### src/hw/rtl/mfbr_pkg.sv
// shared types and constants of the monochrome framebuffer rotator
package mfbr_pkg;

  // panel geometry
  localparam int COLUMNS = 128;
  localparam int PAGES   = 16;
  localparam int PANEL_H = PAGES * 8;
  localparam int DEPTH   = PAGES * COLUMNS;
  localparam int ADDR_W  = $clog2(DEPTH);

  // field widths
  localparam int PAGE_W = 4;
  localparam int COL_W  = 7;
  localparam int DATA_W = 8;
  localparam int BIT_W  = 3;

  // signed coordinate width, covers every source pixel offset
  localparam int COORD_W = 10;

  // configuration port
  localparam int CFG_IDX_W  = 1;
  localparam int CFG_DATA_W = 2;

  // command queue
  localparam int QDEPTH = 2;
  localparam int QPTR_W = $clog2(QDEPTH);
  localparam int QCNT_W = $clog2(QDEPTH + 1);

  typedef enum logic [1:0] {
    ROT_0,
    ROT_90,
    ROT_180,
    ROT_270
  } mfbr_rot_t;

  typedef enum logic [CFG_IDX_W-1:0] {
    CFG_ROTATION,
    CFG_FLIP
  } mfbr_cfg_idx_t;

  // one classified item as it travels from front to back
  typedef struct packed {
    logic              is_read;
    logic              in_range;
    mfbr_rot_t         rot;
    logic              flip;
    logic [PAGE_W-1:0] page;
    logic [COL_W-1:0]  column;
    logic [DATA_W-1:0] data;
  } mfbr_cmd_t;

  // read tap that rides alongside the registered ram read
  typedef struct packed {
    logic             live;
    logic             ok;
    logic [BIT_W-1:0] bidx;
    logic [BIT_W-1:0] ybit;
  } mfbr_tap_t;

endpackage

### src/hw/rtl/mfbr_queue.sv
// short command queue between front and back
module mfbr_queue (
  input  logic                clk,
  input  logic                rst_n,
  input  logic                push,
  input  mfbr_pkg::mfbr_cmd_t push_cmd,
  input  logic                pop,
  output logic                q_valid,
  output logic                q_full,
  output mfbr_pkg::mfbr_cmd_t head_cmd
);
  import mfbr_pkg::*;

  mfbr_cmd_t         entry_r [QDEPTH];
  logic [QPTR_W-1:0] wr_ptr_r, rd_ptr_r;
  logic [QCNT_W-1:0] count_r;
  logic              do_pop;

  assign q_valid  = (count_r != '0);
  assign q_full   = (count_r == QCNT_W'(QDEPTH));
  assign head_cmd = entry_r[rd_ptr_r];
  assign do_pop   = pop && q_valid;

  // pointers and fill count
  always_ff @(posedge clk) begin
    if (!rst_n) begin
      wr_ptr_r <= '0;
      rd_ptr_r <= '0;
      count_r  <= '0;
    end else begin
      if (push) begin
        wr_ptr_r <= (wr_ptr_r == QPTR_W'(QDEPTH - 1)) ? '0 : wr_ptr_r + 1'b1;
      end
      if (do_pop) begin
        rd_ptr_r <= (rd_ptr_r == QPTR_W'(QDEPTH - 1)) ? '0 : rd_ptr_r + 1'b1;
      end
      case ({push, do_pop})
        2'b10:   count_r <= count_r + 1'b1;
        2'b01:   count_r <= count_r - 1'b1;
        default: count_r <= count_r;
      endcase
    end
  end

  // entry storage
  always_ff @(posedge clk) begin
    if (push) begin
      entry_r[wr_ptr_r] <= push_cmd;
    end
  end

endmodule

### config.mk
export PLATFORM = sky130hd
export DESIGN_NAME = mfbr_queue
export DESIGN_NICKNAME = d
export VERILOG_FILES = /design/src/hw/rtl/mfbr_pkg.sv /design/src/hw/rtl/mfbr_queue.sv
export SDC_FILE = /design/constraint.sdc
export NUM_CORES = 1
export LEC_CHECK = 0
export BUFFER_PORTS_ARGS = -buffer_cell sky130_fd_sc_hd__buf_2
export CAP_MARGIN = 20
export CORE_ASPECT_RATIO = 1.25
export CORE_UTILIZATION = 51
export DETAILED_ROUTE_END_ITERATION = 8
export GPL_TIMING_DRIVEN = 0
export PLACE_DENSITY_LB_ADDON = 0.05
export SYNTH_ARGS = -nofsm -noshare
export SYNTH_HDL_FRONTEND = slang
export SYNTH_SLANG_ARGS = --single-unit
### constraint.sdc
create_clock -name clk -period 2.5 [get_ports clk]
set_input_delay 0.125 -clock clk [delete_from_list [all_inputs] [get_ports clk]]
set_output_delay 0.125 -clock clk [all_outputs]
set_load 0.05 [all_outputs]
==> reports/metrics.yaml <==
run_status:
  run_status: "finished with violations"
  failed_checks: "DRC"
clock_network:
  postCtsSetupBuffers: 0
  clkSinkCount: 53
  cts.root.buffer_cell: "sky130_fd_sc_hd__clkbuf_8"
  buffer_levels_on_the_longest_clock_path: 2
  clk_transition_reported_paths_ps: 90
  cts-buffers-inserted: 5
  clock_insertion_delay_worst_skew_ps: 290
  cts_max_level: 2
  cts_tree: "yes"
layout:
  sequential_standard_cell_area_sq_um: 1540
  multiInputGateArea_sq_um: 395
  post_layout_cell_count: 201
  fill_cells: 277
  area_growth_syn_to_layout_pct: 24.3
  fin_nets: 190
  antenna-diode-count: 0
  post_route_cells_drive_above_1_share_pct: 56.2
global_routing:
  overall_global_routing_resource_usage_pct: 15.3
  grt_max_degree: 25
  antenna_found_initial: 0
  global_route.overflow_total: 0
  vias_in_the_first_global_route: 1023
  global_route_wire_length_before_repair_um: 4460
power_and_ir_drop:
  power.total_mw: 2.46
  power.share.combinational_pct: 34.5
  internal-power_mw: 1.61
  leakage_nw: 0.933
  switching_power_of_the_nets_mw: 0.855
  clkPwrFrac_pct: 22.1
  p_sw_share_pct: 34.7
  seqPwrFrac_pct: 43.4
  peakVddDrop_mv: 0.539
  cellPowerDensity_nw_per_um2: 1010
place:
  port-buffer-count: 53
  placed_cells: 191
  place.gp.congestion: 0.607
  dp_hpwl_um: 1960
synthesis:
  synth_top_cells_by_count: "48 x sky130_fd_sc_hd__edfxtp_1, 24 x sky130_fd_sc_hd__mux2_2, 5 x sky130_fd_sc_hd__dfxtp_1"
  post-synth-top-area-cell: "sky130_fd_sc_hd__edfxtp_1"
  yosysUniqueCellTypes: 16
  synth_enable_flop_cells: 48
  yosys_warnings: 0
  synth_area_per_cell_sq_um: 19.9
  syn-instance-count: 98
  ys_seq_elements: 53
  synth_top_area_share_pct: 73.8
  yosys-top-cells-area: "sky130_fd_sc_hd__edfxtp_1 74%, sky130_fd_sc_hd__mux2_2 14%, sky130_fd_sc_hd__dfxtp_1 5.1%"
  async_reset_ff_share_pct: 0
  synth_nets: 127
  dominant_cell_by_count_in_the_synthesized_netlist: "sky130_fd_sc_hd__edfxtp_1"
  synth-main-ff-cell: "sky130_fd_sc_hd__edfxtp_1"
  synthesis.area_sq_um: 1950
  synth_seq_area_share_pct: 78.9
sta:
  summed_negative_setup_slack_over_all_endpoints_ps: 0
  fmax_mhz: 579
  rsz_0062_raised_after_global_routing: "false"
  worstMarginPinSlew_ps: 658
  finalHoldViolations: 0
  fin_skew_ps: 5.39
  layout_worst_path_cycle_share_pct: 69.1
  max_transition_viols_final: 0
  timing.slew.headroom_pct: 56.1
  finalWorstPathRequiredPeriod_ps: 1730
  setup_viol_count_final: 0
drt:
  met1_length_um: 1060
  met3WireLength_um: 178
  wl_met2_um: 1620
  detail_route.iter0.violations: 30
  drt-pass1-iter-count: 8
  wire_per_inst_um: 14.6
  detail_route.vias_per_cell: 5.11
  top_signal_layer_used: "met4"
  final_routed_drc_violation_total: 3
  route.antenna.remaining_nets: 0
  detailroute.via_count: 1027
  wirelength_um: 2930
die:
  die_w_um: 57.4
  die-area_sq_um: 4080
  die_y_um: 71.2
  boundaryPins: 54
  fp-row-count: 24
  initial_utilization_pct: 54.7
  core_area_sq_um: 3570
setup_path:
  slowest_delay_ps: 360
  critical_path.cell_chain: "buf_2 -> buf_2 -> mux2_2 -> buf_2"
  worst_r2r_path_depth: 4
  cp_slowest_cell: "sky130_fd_sc_hd__mux2_2"
  crit_path_max_fanout: 10
  critPathCaptureType: "output pin"
  worst-endpoint-arrival_ps: 1600
  worst_r2r_startpoint: "count_r[0]"
  critPathLaunchType: "register"
  type_of_the_worst_setup_path: "reg2out"
  cp_data_required_time_ps: 2380
  slack_of_the_worst_reg_to_reg_path_ps: 990
  worst_r2r_endpoint: "count_r[1]"
  timing.critical_path.mode_cell: "sky130_fd_sc_hd__buf_2"
min_path:
  worst_hold_path.num_cells: 1
  min_from: "push_cmd[18]"
  holdCritPathClass: "in2reg"
  worst_hold_endpoint: "entry_r[0][18]"
job:
  drv_cap: 0
-- logic make-up (layout without fill, tap and decap cells) --
| kind of cell | count (synthesis) | count (layout) | synth area share, % |
|---|---|---|---|
| DFF | 53 | 53 | 78.9 |
| AOI/OAI and AO/OA | 4 | 4 | 1.41 |
| muxes | 24 | 24 | 13.8 |
| and+or+nand+nor | 9 | 9 | 2.88 |
| xor gates and xnor gates | 3 | 3 | 1.35 |
| adders and majority gates | 1 | 1 | 0.641 |
| buffers and inverters | 4 | 68 | 0.961 |
-- per-stage QoR --
| step | instance area, sq um | setup slack [ps] | hold slack, ps | utilization [%] |
|---|---|---|---|---|
| floorplan | 1950 | 726 | 224 | - |
| global placement | 2270 | 227 | 312 | 63.4 |
| global route | 2430 | 668 | 1.30 | 68.0 |
| CTS | 2390 | 740 | 6.40 | 66.9 |
| finish | 2430 | 773 | 11.6 | 68.0 |
| detailed placement | 2280 | 842 | 316 | 63.9 |
-- state kept, by name, summed over array words and instances, names as in the netlist, named ones only --
name      count
rd_ptr_r      1
entry_r      48
wr_ptr_r      1
count_r       2
-- worst max-delay path: cells and delay by family (launching register included) --
family | cells | cell delay (ps)
buffers and inverters | 3 | 640
flip-flops | 1 | 310
multiplexers | 1 | 360
-- timing repair --
item	CTS	global route
hold buffers	0	1
hold endpoints to repair	0	2
resized for setup	0	0
-- worst max-delay path by stage --
stage,startpoint,endpoint,slack (ps)
after floorplan,wr_ptr_r,entry_r[0][0],730
after global placement,wr_ptr_r,entry_r[0][9],230
after detailed placement,wr_ptr_r,entry_r[1][8],840
after CTS,register,head_cmd[7],740
after global routing,register,head_cmd[0],670
final,register,head_cmd[7],770
-- power groups by stage --
stage               sequential (mW)  combinational [mW]  clock, mW
finish                         1.07               0.851      0.544
global route                   1.08               0.898      0.579
CTS                            1.07               0.853      0.554
detailed placement             1.09               0.851          0
global placement               1.08               0.835          0
floorplan                      1.08               0.693          0
-- layer usage --
layer | up-vias | GRT usage [%]
met1 | 483 | 14.0
met2 | 37 | 28.4
met5 | - | 0
li1 | 500 | -
met3 | 7 | 6.03
met4 | 0 | 7.32
-- cell usage in the layout, fill, tap and decap left out, types with 2 or more instances in the layout --
| cell | netlist | routed |
|---|---|---|
| sky130_fd_sc_hd__and2_1 | 2 | 2 |
| sky130_fd_sc_hd__buf_2 | 3 | 56 |
| sky130_fd_sc_hd__clkbuf_8 | 0 | 5 |
| sky130_fd_sc_hd__dfxtp_1 | 5 | 5 |
| sky130_fd_sc_hd__edfxtp_1 | 48 | 48 |
| sky130_fd_sc_hd__mux2_2 | 24 | 24 |
| sky130_fd_sc_hd__nor2b_1 | 3 | 3 |
| sky130_fd_sc_hd__o21a_1 | 2 | 2 |
| sky130_fd_sc_hd__xnor2_1 | 3 | 3 |
-- layout make-up --
class / instances / area share, %
repair buffers: 56 / 13.1
well taps: 39 / 2.01
plain buffers: 3 / 0.618
inverters: 1 / 0.155
multi-input cells: 41 / 16.3
flip-flops and latches: 53 / 63.5
clock inverters: 2 / 1.39
clock buffers: 6 / 2.99
Power figures use the tool's default switching activity.
