==> src/hw/rtl/mfbr_pkg.sv <==
// shared types and constants of the monochrome framebuffer rotator
package mfbr_pkg;

  // panel geometry
  localparam int COLUMNS = 128;
  localparam int PAGES   = 16;
  localparam int PANEL_H = PAGES * 8;
  localparam int DEPTH   = PAGES * COLUMNS;
  localparam int ADDR_W  = $clog2(DEPTH);

  // field widths
  localparam int PAGE_W = 4;
  localparam int COL_W  = 7;
  localparam int DATA_W = 8;
  localparam int BIT_W  = 3;

  // signed coordinate width, covers every source pixel offset
  localparam int COORD_W = 10;

  // configuration port
  localparam int CFG_IDX_W  = 1;
  localparam int CFG_DATA_W = 2;

  // command queue
  localparam int QDEPTH = 2;
  localparam int QPTR_W = $clog2(QDEPTH);
  localparam int QCNT_W = $clog2(QDEPTH + 1);

  typedef enum logic [1:0] {
    ROT_0,
    ROT_90,
    ROT_180,
    ROT_270
  } mfbr_rot_t;

  typedef enum logic [CFG_IDX_W-1:0] {
    CFG_ROTATION,
    CFG_FLIP
  } mfbr_cfg_idx_t;

  // one classified item as it travels from front to back
  typedef struct packed {
    logic              is_read;
    logic              in_range;
    mfbr_rot_t         rot;
    logic              flip;
    logic [PAGE_W-1:0] page;
    logic [COL_W-1:0]  column;
    logic [DATA_W-1:0] data;
  } mfbr_cmd_t;

  // read tap that rides alongside the registered ram read
  typedef struct packed {
    logic             live;
    logic             ok;
    logic [BIT_W-1:0] bidx;
    logic [BIT_W-1:0] ybit;
  } mfbr_tap_t;

endpackage

==> src/hw/rtl/mfbr_in_if.sv <==
// input channel: write or read request with valid/ready
interface mfbr_in_if;
  import mfbr_pkg::*;

  logic              valid;
  logic              ready;
  logic              kind;
  logic [PAGE_W-1:0] page;
  logic [COL_W-1:0]  column;
  logic [DATA_W-1:0] data;

  modport source (output valid, kind, page, column, data, input ready);
  modport sink   (input valid, kind, page, column, data, output ready);
endinterface

==> src/hw/rtl/mfbr_front.sv <==
// front end: configuration registers, range check and item classification
module mfbr_front (
  input  logic                        clk,
  input  logic                        rst_n,
  mfbr_in_if.sink                     in_ch,
  input  logic                        cfg_we,
  input  logic [mfbr_pkg::CFG_IDX_W-1:0]  cfg_index,
  input  logic [mfbr_pkg::CFG_DATA_W-1:0] cfg_wdata,
  input  logic                        q_full,
  input  logic                        clearing,
  output logic                        push,
  output mfbr_pkg::mfbr_cmd_t         push_cmd
);
  import mfbr_pkg::*;

  mfbr_rot_t rotation_r;
  logic      flip_r;

  // configuration writes
  always_ff @(posedge clk) begin
    if (!rst_n) begin
      rotation_r <= ROT_0;
      flip_r     <= 1'b0;
    end else if (cfg_we) begin
      case (mfbr_cfg_idx_t'(cfg_index))
        CFG_ROTATION: rotation_r <= mfbr_rot_t'(cfg_wdata[1:0]);
        CFG_FLIP:     flip_r     <= cfg_wdata[0];
        default:      ;
      endcase
    end
  end

  // accept while the queue has room and the store is not being cleared
  assign in_ch.ready = !q_full && !clearing;
  assign push        = in_ch.valid && in_ch.ready;

  // classify the item and capture the mode it runs under
  always_comb begin
    push_cmd.is_read  = in_ch.kind;
    push_cmd.in_range = (32'(in_ch.page) < PAGES) && (32'(in_ch.column) < COLUMNS);
    push_cmd.rot      = rotation_r;
    push_cmd.flip     = flip_r;
    push_cmd.page     = in_ch.page;
    push_cmd.column   = in_ch.column;
    push_cmd.data     = in_ch.data;
  end

endmodule

==> src/flat_wrapper.sv <==
// flat-port wrapper written by rule: the top's interface ports become plain ports
module mfbr_front_flat import mfbr_pkg::*;
  (clk, rst_n, cfg_we, cfg_index, cfg_wdata, q_full, clearing, push, push_cmd, in_ch_valid, in_ch_kind, in_ch_page, in_ch_column, in_ch_data, in_ch_ready);
  mfbr_in_if in_ch_i ();
  input  logic clk;
  input  logic rst_n;
  input  logic cfg_we;
  input  logic [mfbr_pkg::CFG_IDX_W-1:0] cfg_index;
  input  logic [mfbr_pkg::CFG_DATA_W-1:0] cfg_wdata;
  input  logic q_full;
  input  logic clearing;
  output logic push;
  output mfbr_pkg::mfbr_cmd_t push_cmd;
  input wire logic [$bits(in_ch_i.valid)-1:0] in_ch_valid;
  input wire logic [$bits(in_ch_i.kind)-1:0] in_ch_kind;
  input wire logic [$bits(in_ch_i.page)-1:0] in_ch_page;
  input wire logic [$bits(in_ch_i.column)-1:0] in_ch_column;
  input wire logic [$bits(in_ch_i.data)-1:0] in_ch_data;
  output wire logic [$bits(in_ch_i.ready)-1:0] in_ch_ready;
  assign in_ch_i.valid = in_ch_valid;
  assign in_ch_i.kind = in_ch_kind;
  assign in_ch_i.page = in_ch_page;
  assign in_ch_i.column = in_ch_column;
  assign in_ch_i.data = in_ch_data;
  assign in_ch_ready = in_ch_i.ready;
  mfbr_front u_core (.clk(clk), .rst_n(rst_n), .in_ch(in_ch_i), .cfg_we(cfg_we), .cfg_index(cfg_index), .cfg_wdata(cfg_wdata), .q_full(q_full), .clearing(clearing), .push(push), .push_cmd(push_cmd));
endmodule
==> config.mk <==
export PLATFORM = sky130hd
export DESIGN_NAME = mfbr_front_flat
export DESIGN_NICKNAME = d
export VERILOG_FILES = /design/src/hw/rtl/mfbr_pkg.sv /design/src/hw/rtl/mfbr_in_if.sv /design/src/hw/rtl/mfbr_front.sv /design/src/flat_wrapper.sv
export SDC_FILE = /design/constraint.sdc
export NUM_CORES = 1
export LEC_CHECK = 0
export BUFFER_PORTS_ARGS = -buffer_cell sky130_fd_sc_hd__buf_2
export CAP_MARGIN = 10
export CORE_AREA = 2 2 39 41
export CTS_CLUSTER_SIZE = 25
export DETAILED_ROUTE_END_ITERATION = 10
export DIE_AREA = 0 0 41 43
export GPL_ROUTABILITY_DRIVEN = 0
export PLACE_DENSITY_LB_ADDON = 0.1
export SLEW_MARGIN = 20
export SYNTH_ARGS = -nofsm -noshare
export SYNTH_HDL_FRONTEND = slang
export SYNTH_SLANG_ARGS = --single-unit
==> constraint.sdc <==
create_clock -name clk -period 0.8 [get_ports clk]
set_clock_uncertainty 0.05 [all_clocks]
set_input_delay 0.08 -clock clk [delete_from_list [all_inputs] [get_ports clk]]
set_output_delay 0.08 -clock clk [all_outputs]
set_load 0.05 [all_outputs]
==> flow_metrics.tcl, run 1 <==
set metrics [dict create \
    outcome "complete, but fails checks" \
    violations "negative setup slack" \
    seqPwrFrac 0.284 \
    cts.path.max_buffers 2 \
    crit_path_start_kind "flop" \
    vias 193 \
    yosysSeqAreaShare 0.197 \
    pwr-share-clk 0.488 \
    period_share 1.08 \
    worstPathArrival_ps 730 \
    setup_viol 3 \
    holdWs_ps 24.5 \
    final_nets 64 \
    first_global_vias 175 \
    r2r_end "u_core.flip_r" \
    holdPathEnd "u_core.rotation_r[1]" \
    cts_root_buffer "clkbuf_4" \
    cts_buffers 3 \
    critical_path.endpoint_type "primary output" \
    path_cells "buf_6" \
    cts_tree "yes" \
    slowest_stage "dfxtp_2" \
    final-hold-violation-count 0 \
    regToRegStartpoint "u_core.flip_r" \
    reg2reg_slack_ps 90 \
    dieArea_sq_um 1760 \
    reg2reg_depth 3 \
    die_w_microns 41 \
    yosysUniqueCellTypes 8 \
    syn_nets 67 \
    multi_input_area_sq_um 88.8 \
    die_h_microns 43 \
    antenna_found_initial 0 \
    clkLatencyLatePin_ps 240 \
    drv_cap 0 \
    pre_cts_ws_ps 10.2 \
    numPortBuffers 13 \
    num_antenna_cells 0 \
    power_uw 585 \
    io_pins 55 \
    path_buf_inv 1 \
    grt_pass1_wl_microns 814 \
    rsz0062_at_grt "true" \
    p_switching_uw 183 \
    final_antenna_net_count 0 \
    syn_inst 38 \
    setup_slack_ps -60.8 \
    grt.total_usage 0.0751 \
    drt_iter0_drc 0 \
    critical_path_depth 1 \
    initial_core_util 0.221 \
    vias_per_cell 3.86 \
    power.share.combinational 0.228 \
    area_growth_pct -1.64 \
    netlist_area_sq_um 305 \
    min_from "cfg_wdata[1]" \
    syn-mean-instance-area_sq_um 8.03 \
    htreeDepth 1 \
    power.share.switching 0.313 \
    fin_crit_ps 861 \
    powerDensity_nw_per_um2 1950 \
    p_leak_nw 0.150 \
    ys_seq_elements 3 \
    core-area_sq_um 1380 \
    grt_max_degree 6 \
    clock.fmax_ghz 1.16 \
    grt.overflow.total 0 \
    worst-setup-path-type "flop to primary output" \
    clkSlewWorstSetupHoldPaths_ps 50 \
    ir_drop_mv 0.528 \
    hold_class "input pin to flop" \
    holdPathStages 3 \
    hold_buffers 0 \
    routedWlPerCell_microns 11.6 \
    drt_pre_antenna_iters 1 \
    maxSlewViolCount 0 \
    crit_required_ps 670 \
    dpl.hpwl_microns 464 \
    crit_family "flip-flops" \
    fin_util 0.217 \
    regArea_sq_um 63.8 \
    drc 0 \
    cp_slowest_stage_delay_ps 330 \
    p_int_uw 402 \
    drive_above_1_share 0.676 \
    synth_warnings 0 \
    crit_fanout 2 \
    nFillCells 157 \
    cts.sinks 3 \
    core.rowCount 14 \
    routed_wl_microns 581 \
]
## cell families after synthesis
group | synth area share
buffers and inverters | 0.541
AND/OR/NAND/NOR | 0.152
multiplexers | 0.0984
flip-flops | 0.197
other | 0.0123
## power groups by stage
stage	clock [mW]	sequential [mW]	combinational [mW]
floorplan	0	0.183	0.336
global placement	0	0.165	0.117
detailed placement	0	0.165	0.117
CTS	0.300	0.166	0.128
global route	0.317	0.167	0.142
finish	0.285	0.166	0.133
## per-stage QoR
stage               std cells  instance area (sq um)  TNS [ps]
floorplan                  38                    317     -55.1
finish                     50                    300      -157
detailed placement         45                    236         0
global placement           45                    236         0
global route               50                    300      -241
CTS                        49                    287      -192
## cells in the final DEF, fill, tap and decap left out, drive strengths merged
cell	count
and2	1
nand2	6
nor2b	1
conb	1
mux2i	3
clkbuf	5
buf	13
nor2	1
dfxtp	3
## what timing repair did
action | CTS | global route
endpoints found under the setup margin | 3 | 4
resized for setup | 8 | 2
buffers inserted | 0 | 1
## flip-flops by register name, indices dropped and copies added, names as in the netlist
| name | count |
|---|---|
| u_core.rotation_r | 2 |
| u_core.flip_r | 1 |
## metal layers
metal | routed length [microns] | up-vias | track usage
li1 | - | 85 | -
met1 | 192 | 74 | 0.0573
met2 | 213 | 34 | 0.0719
met3 | 175 | 0 | 0.147
met4 | 0 | 0 | 0.0400
met5 | 0 | - | 0
## worst max-delay path by stage
stage                               startpoint            to
final                     u_core.rotation_r[1]  push_cmd[21]
after global routing      u_core.rotation_r[1]  push_cmd[21]
after CTS                 u_core.rotation_r[1]  push_cmd[21]
after detailed placement              clearing          push
after global placement                clearing          push
after floorplan                       clearing          push
## layout make-up
class	count	area share
Tap cell	16	0.0667
Sequential cell	3	0.213
Multi-Input combinational cell	13	0.296
Clock buffer	4	0.0875
Timing Repair Buffer	14	0.337
## Yosys cell counts (all sizes together)
| library cell | number | area [sq um] |
|---|---|---|
| and2 | 1 | 6.26 |
| buf | 22 | 165 |
| conb | 1 | 3.75 |
| dfxtp | 3 | 60.1 |
| mux2i | 3 | 30.0 |
| nand2 | 6 | 22.5 |
| nor2 | 1 | 3.75 |
| nor2b | 1 | 13.8 |
No activity file was read; power rests on OpenSTA's default activity.
==> run 2, diff against run 1 <==
- ABC_AREA: default -> 1
==> flow_metrics.tcl, run 2 <==
set metrics [dict create \
    grt_pass1_wl_microns 793 \
    cts.sinks 3 \
    die_w_microns 41 \
    crit_path_start_kind "flop" \
    setup_viol 3 \
    first_global_vias 198 \
    multi_input_area_sq_um 82.6 \
    pre_cts_ws_ps 29.9 \
    drc 0 \
    powerDensity_nw_per_um2 1910 \
    drive_above_1_share 0.610 \
    grt_max_degree 6 \
    die_h_microns 43 \
    numPortBuffers 13 \
    cts.path.max_buffers 2 \
    fin_crit_ps 831 \
    critical_path_depth 1 \
    final-hold-violation-count 0 \
    syn_nets 74 \
    reg2reg_depth 3 \
    cts_tree "yes" \
    initial_core_util 0.225 \
    layout_common_cells "buf_2 (10), nor2_1 (5)" \
    layout.cells.non_filler 57 \
    regToRegStartpoint "u_core.flip_r" \
    period_share 1.04 \
    vias_per_cell 3.75 \
    worst-setup-path-type "flop to primary output" \
    power_uw 593 \
    routed_wl_microns 548 \
    rsz0062_at_grt "true" \
    clkLatencyLatePin_ps 220 \
    cts_buffers 3 \
    netlist_area_sq_um 312 \
    top_register "u_core.rotation_r" \
    ys_top_cells_by_area "buf_4 (53%), dfxtp_1 (19%), nor2_1 (7.2%), nand3_1 (4.8%), inv_1 (3.6%)" \
    nFillCells 161 \
    final_antenna_net_count 0 \
    yosysSeqAreaShare 0.193 \
    syn-mean-instance-area_sq_um 6.92 \
    fin_area_sq_um 310 \
    tns_ps -89.5 \
    clock.fmax_ghz 1.20 \
    setup_slack_ps -30.7 \
    cp_slowest_stage_delay_ps 330 \
    synth_most_common_cell "buf_4" \
    dpl.hpwl_microns 466 \
    outcome "complete, but fails checks" \
    fin_util 0.224 \
    synthFlopType "dfxtp_1" \
    slowest_stage "dfxtp_2" \
    holdPathStages 3 \
    netlist_top_cells_count "buf_4 (22), nor2_1 (6)" \
    violations "negative setup slack" \
    dpl_cell_area_sq_um 241 \
    path_cells "buf_8" \
    crit_fanout 2 \
    yosys.area.top_type "buf_4" \
    hold_class "input pin to flop" \
    synth_warnings 0 \
    cts_root_buffer "clkbuf_4" \
    min_from "rst_n" \
    dieArea_sq_um 1760 \
    reg_top3 "u_core.rotation_r x2, u_core.flip_r x1" \
    ir_drop_mv 0.410 \
    netlist.area_leader.share 0.530 \
    synth_edf_count 0 \
    area_growth_pct -0.402 \
    htreeDepth 1 \
    worstPathArrival_ps 700 \
    routedWlPerCell_microns 9.61 \
    holdWs_ps 44.8 \
    final_nets 71 \
    dpl.cell_count 52 \
    drv_cap 0 \
    core-area_sq_um 1380 \
    grt.overflow.total 0 \
    clkSlewWorstSetupHoldPaths_ps 40 \
    drt_iter0_drc 1 \
    syn_inst 45 \
    hold_buffers 0 \
    antenna_found_initial 0 \
    yosysUniqueCellTypes 11 \
    drt_pre_antenna_iters 2 \
    p_leak_nw 0.164 \
    regArea_sq_um 63.8 \
    path_buf_inv 1 \
    layout_commonest_cell "buf_2" \
    core.rowCount 14 \
    crit_family "flip-flops" \
    vias 214 \
    holdPathEnd "u_core.flip_r" \
    crit_required_ps 670 \
    grt.total_usage 0.0652 \
    largest_reg_flops 2 \
    ys_seq_elements 3 \
    synthArstFlopShare 0 \
    maxSlewViolCount 0 \
    io_pins 55 \
    critical_path.endpoint_type "primary output" \
    r2r_end "u_core.flip_r" \
    reg2reg_slack_ps 60 \
    num_antenna_cells 0 \
]
[run 2: cell count changes in the layout (fill, tap and decap cells not counted), sizes merged, moves of 3 or more]
| cell | previous run | this run |
|---|---|---|
| inv | 0 | 4 |
| mux2i | 3 | 0 |
| nand2 | 6 | 3 |
| nand3 | 0 | 3 |
| nor2 | 1 | 7 |
[run 2: area by class of cell]
class                   instances  area share
clock buffers                   4      0.0847
inverters                       4      0.0484
multi-input cells              16       0.266
flip-flops and latches          3       0.206
well taps                      16      0.0645
repair buffers                 14       0.331
[run 2: kinds of logic after synthesis]
group	synth area share
buf+inv	0.578
compound gates	0.0160
flops	0.193
simple gates	0.201
other cells	0.0120
[run 2: power by group]
group	total [mW]	switching, mW	internal, mW
Sequential	0.171	0.00801	0.163
Combinational	0.162	0.0994	0.0626
Clock	0.260	0.0736	0.187
[run 2: how the worst max path moves through the flow]
stage                         to                  from
CTS                 push_cmd[19]         u_core.flip_r
floorplan                   push              clearing
finish              push_cmd[21]  u_core.rotation_r[1]
global placement            push              clearing
detailed placement          push              clearing
global route        push_cmd[19]         u_core.flip_r
[run 2: timing repair]
action,CTS,global route
endpoints found under the setup margin,3,4
setup buffers,1,0
gates resized for setup,9,2
[run 2: metal layers]
metal,share of wire,global-route usage
met5,0,0
met4,0.0091,0.0467
met3,0.19,0.0524
met2,0.47,0.0875
met1,0.33,0.0641
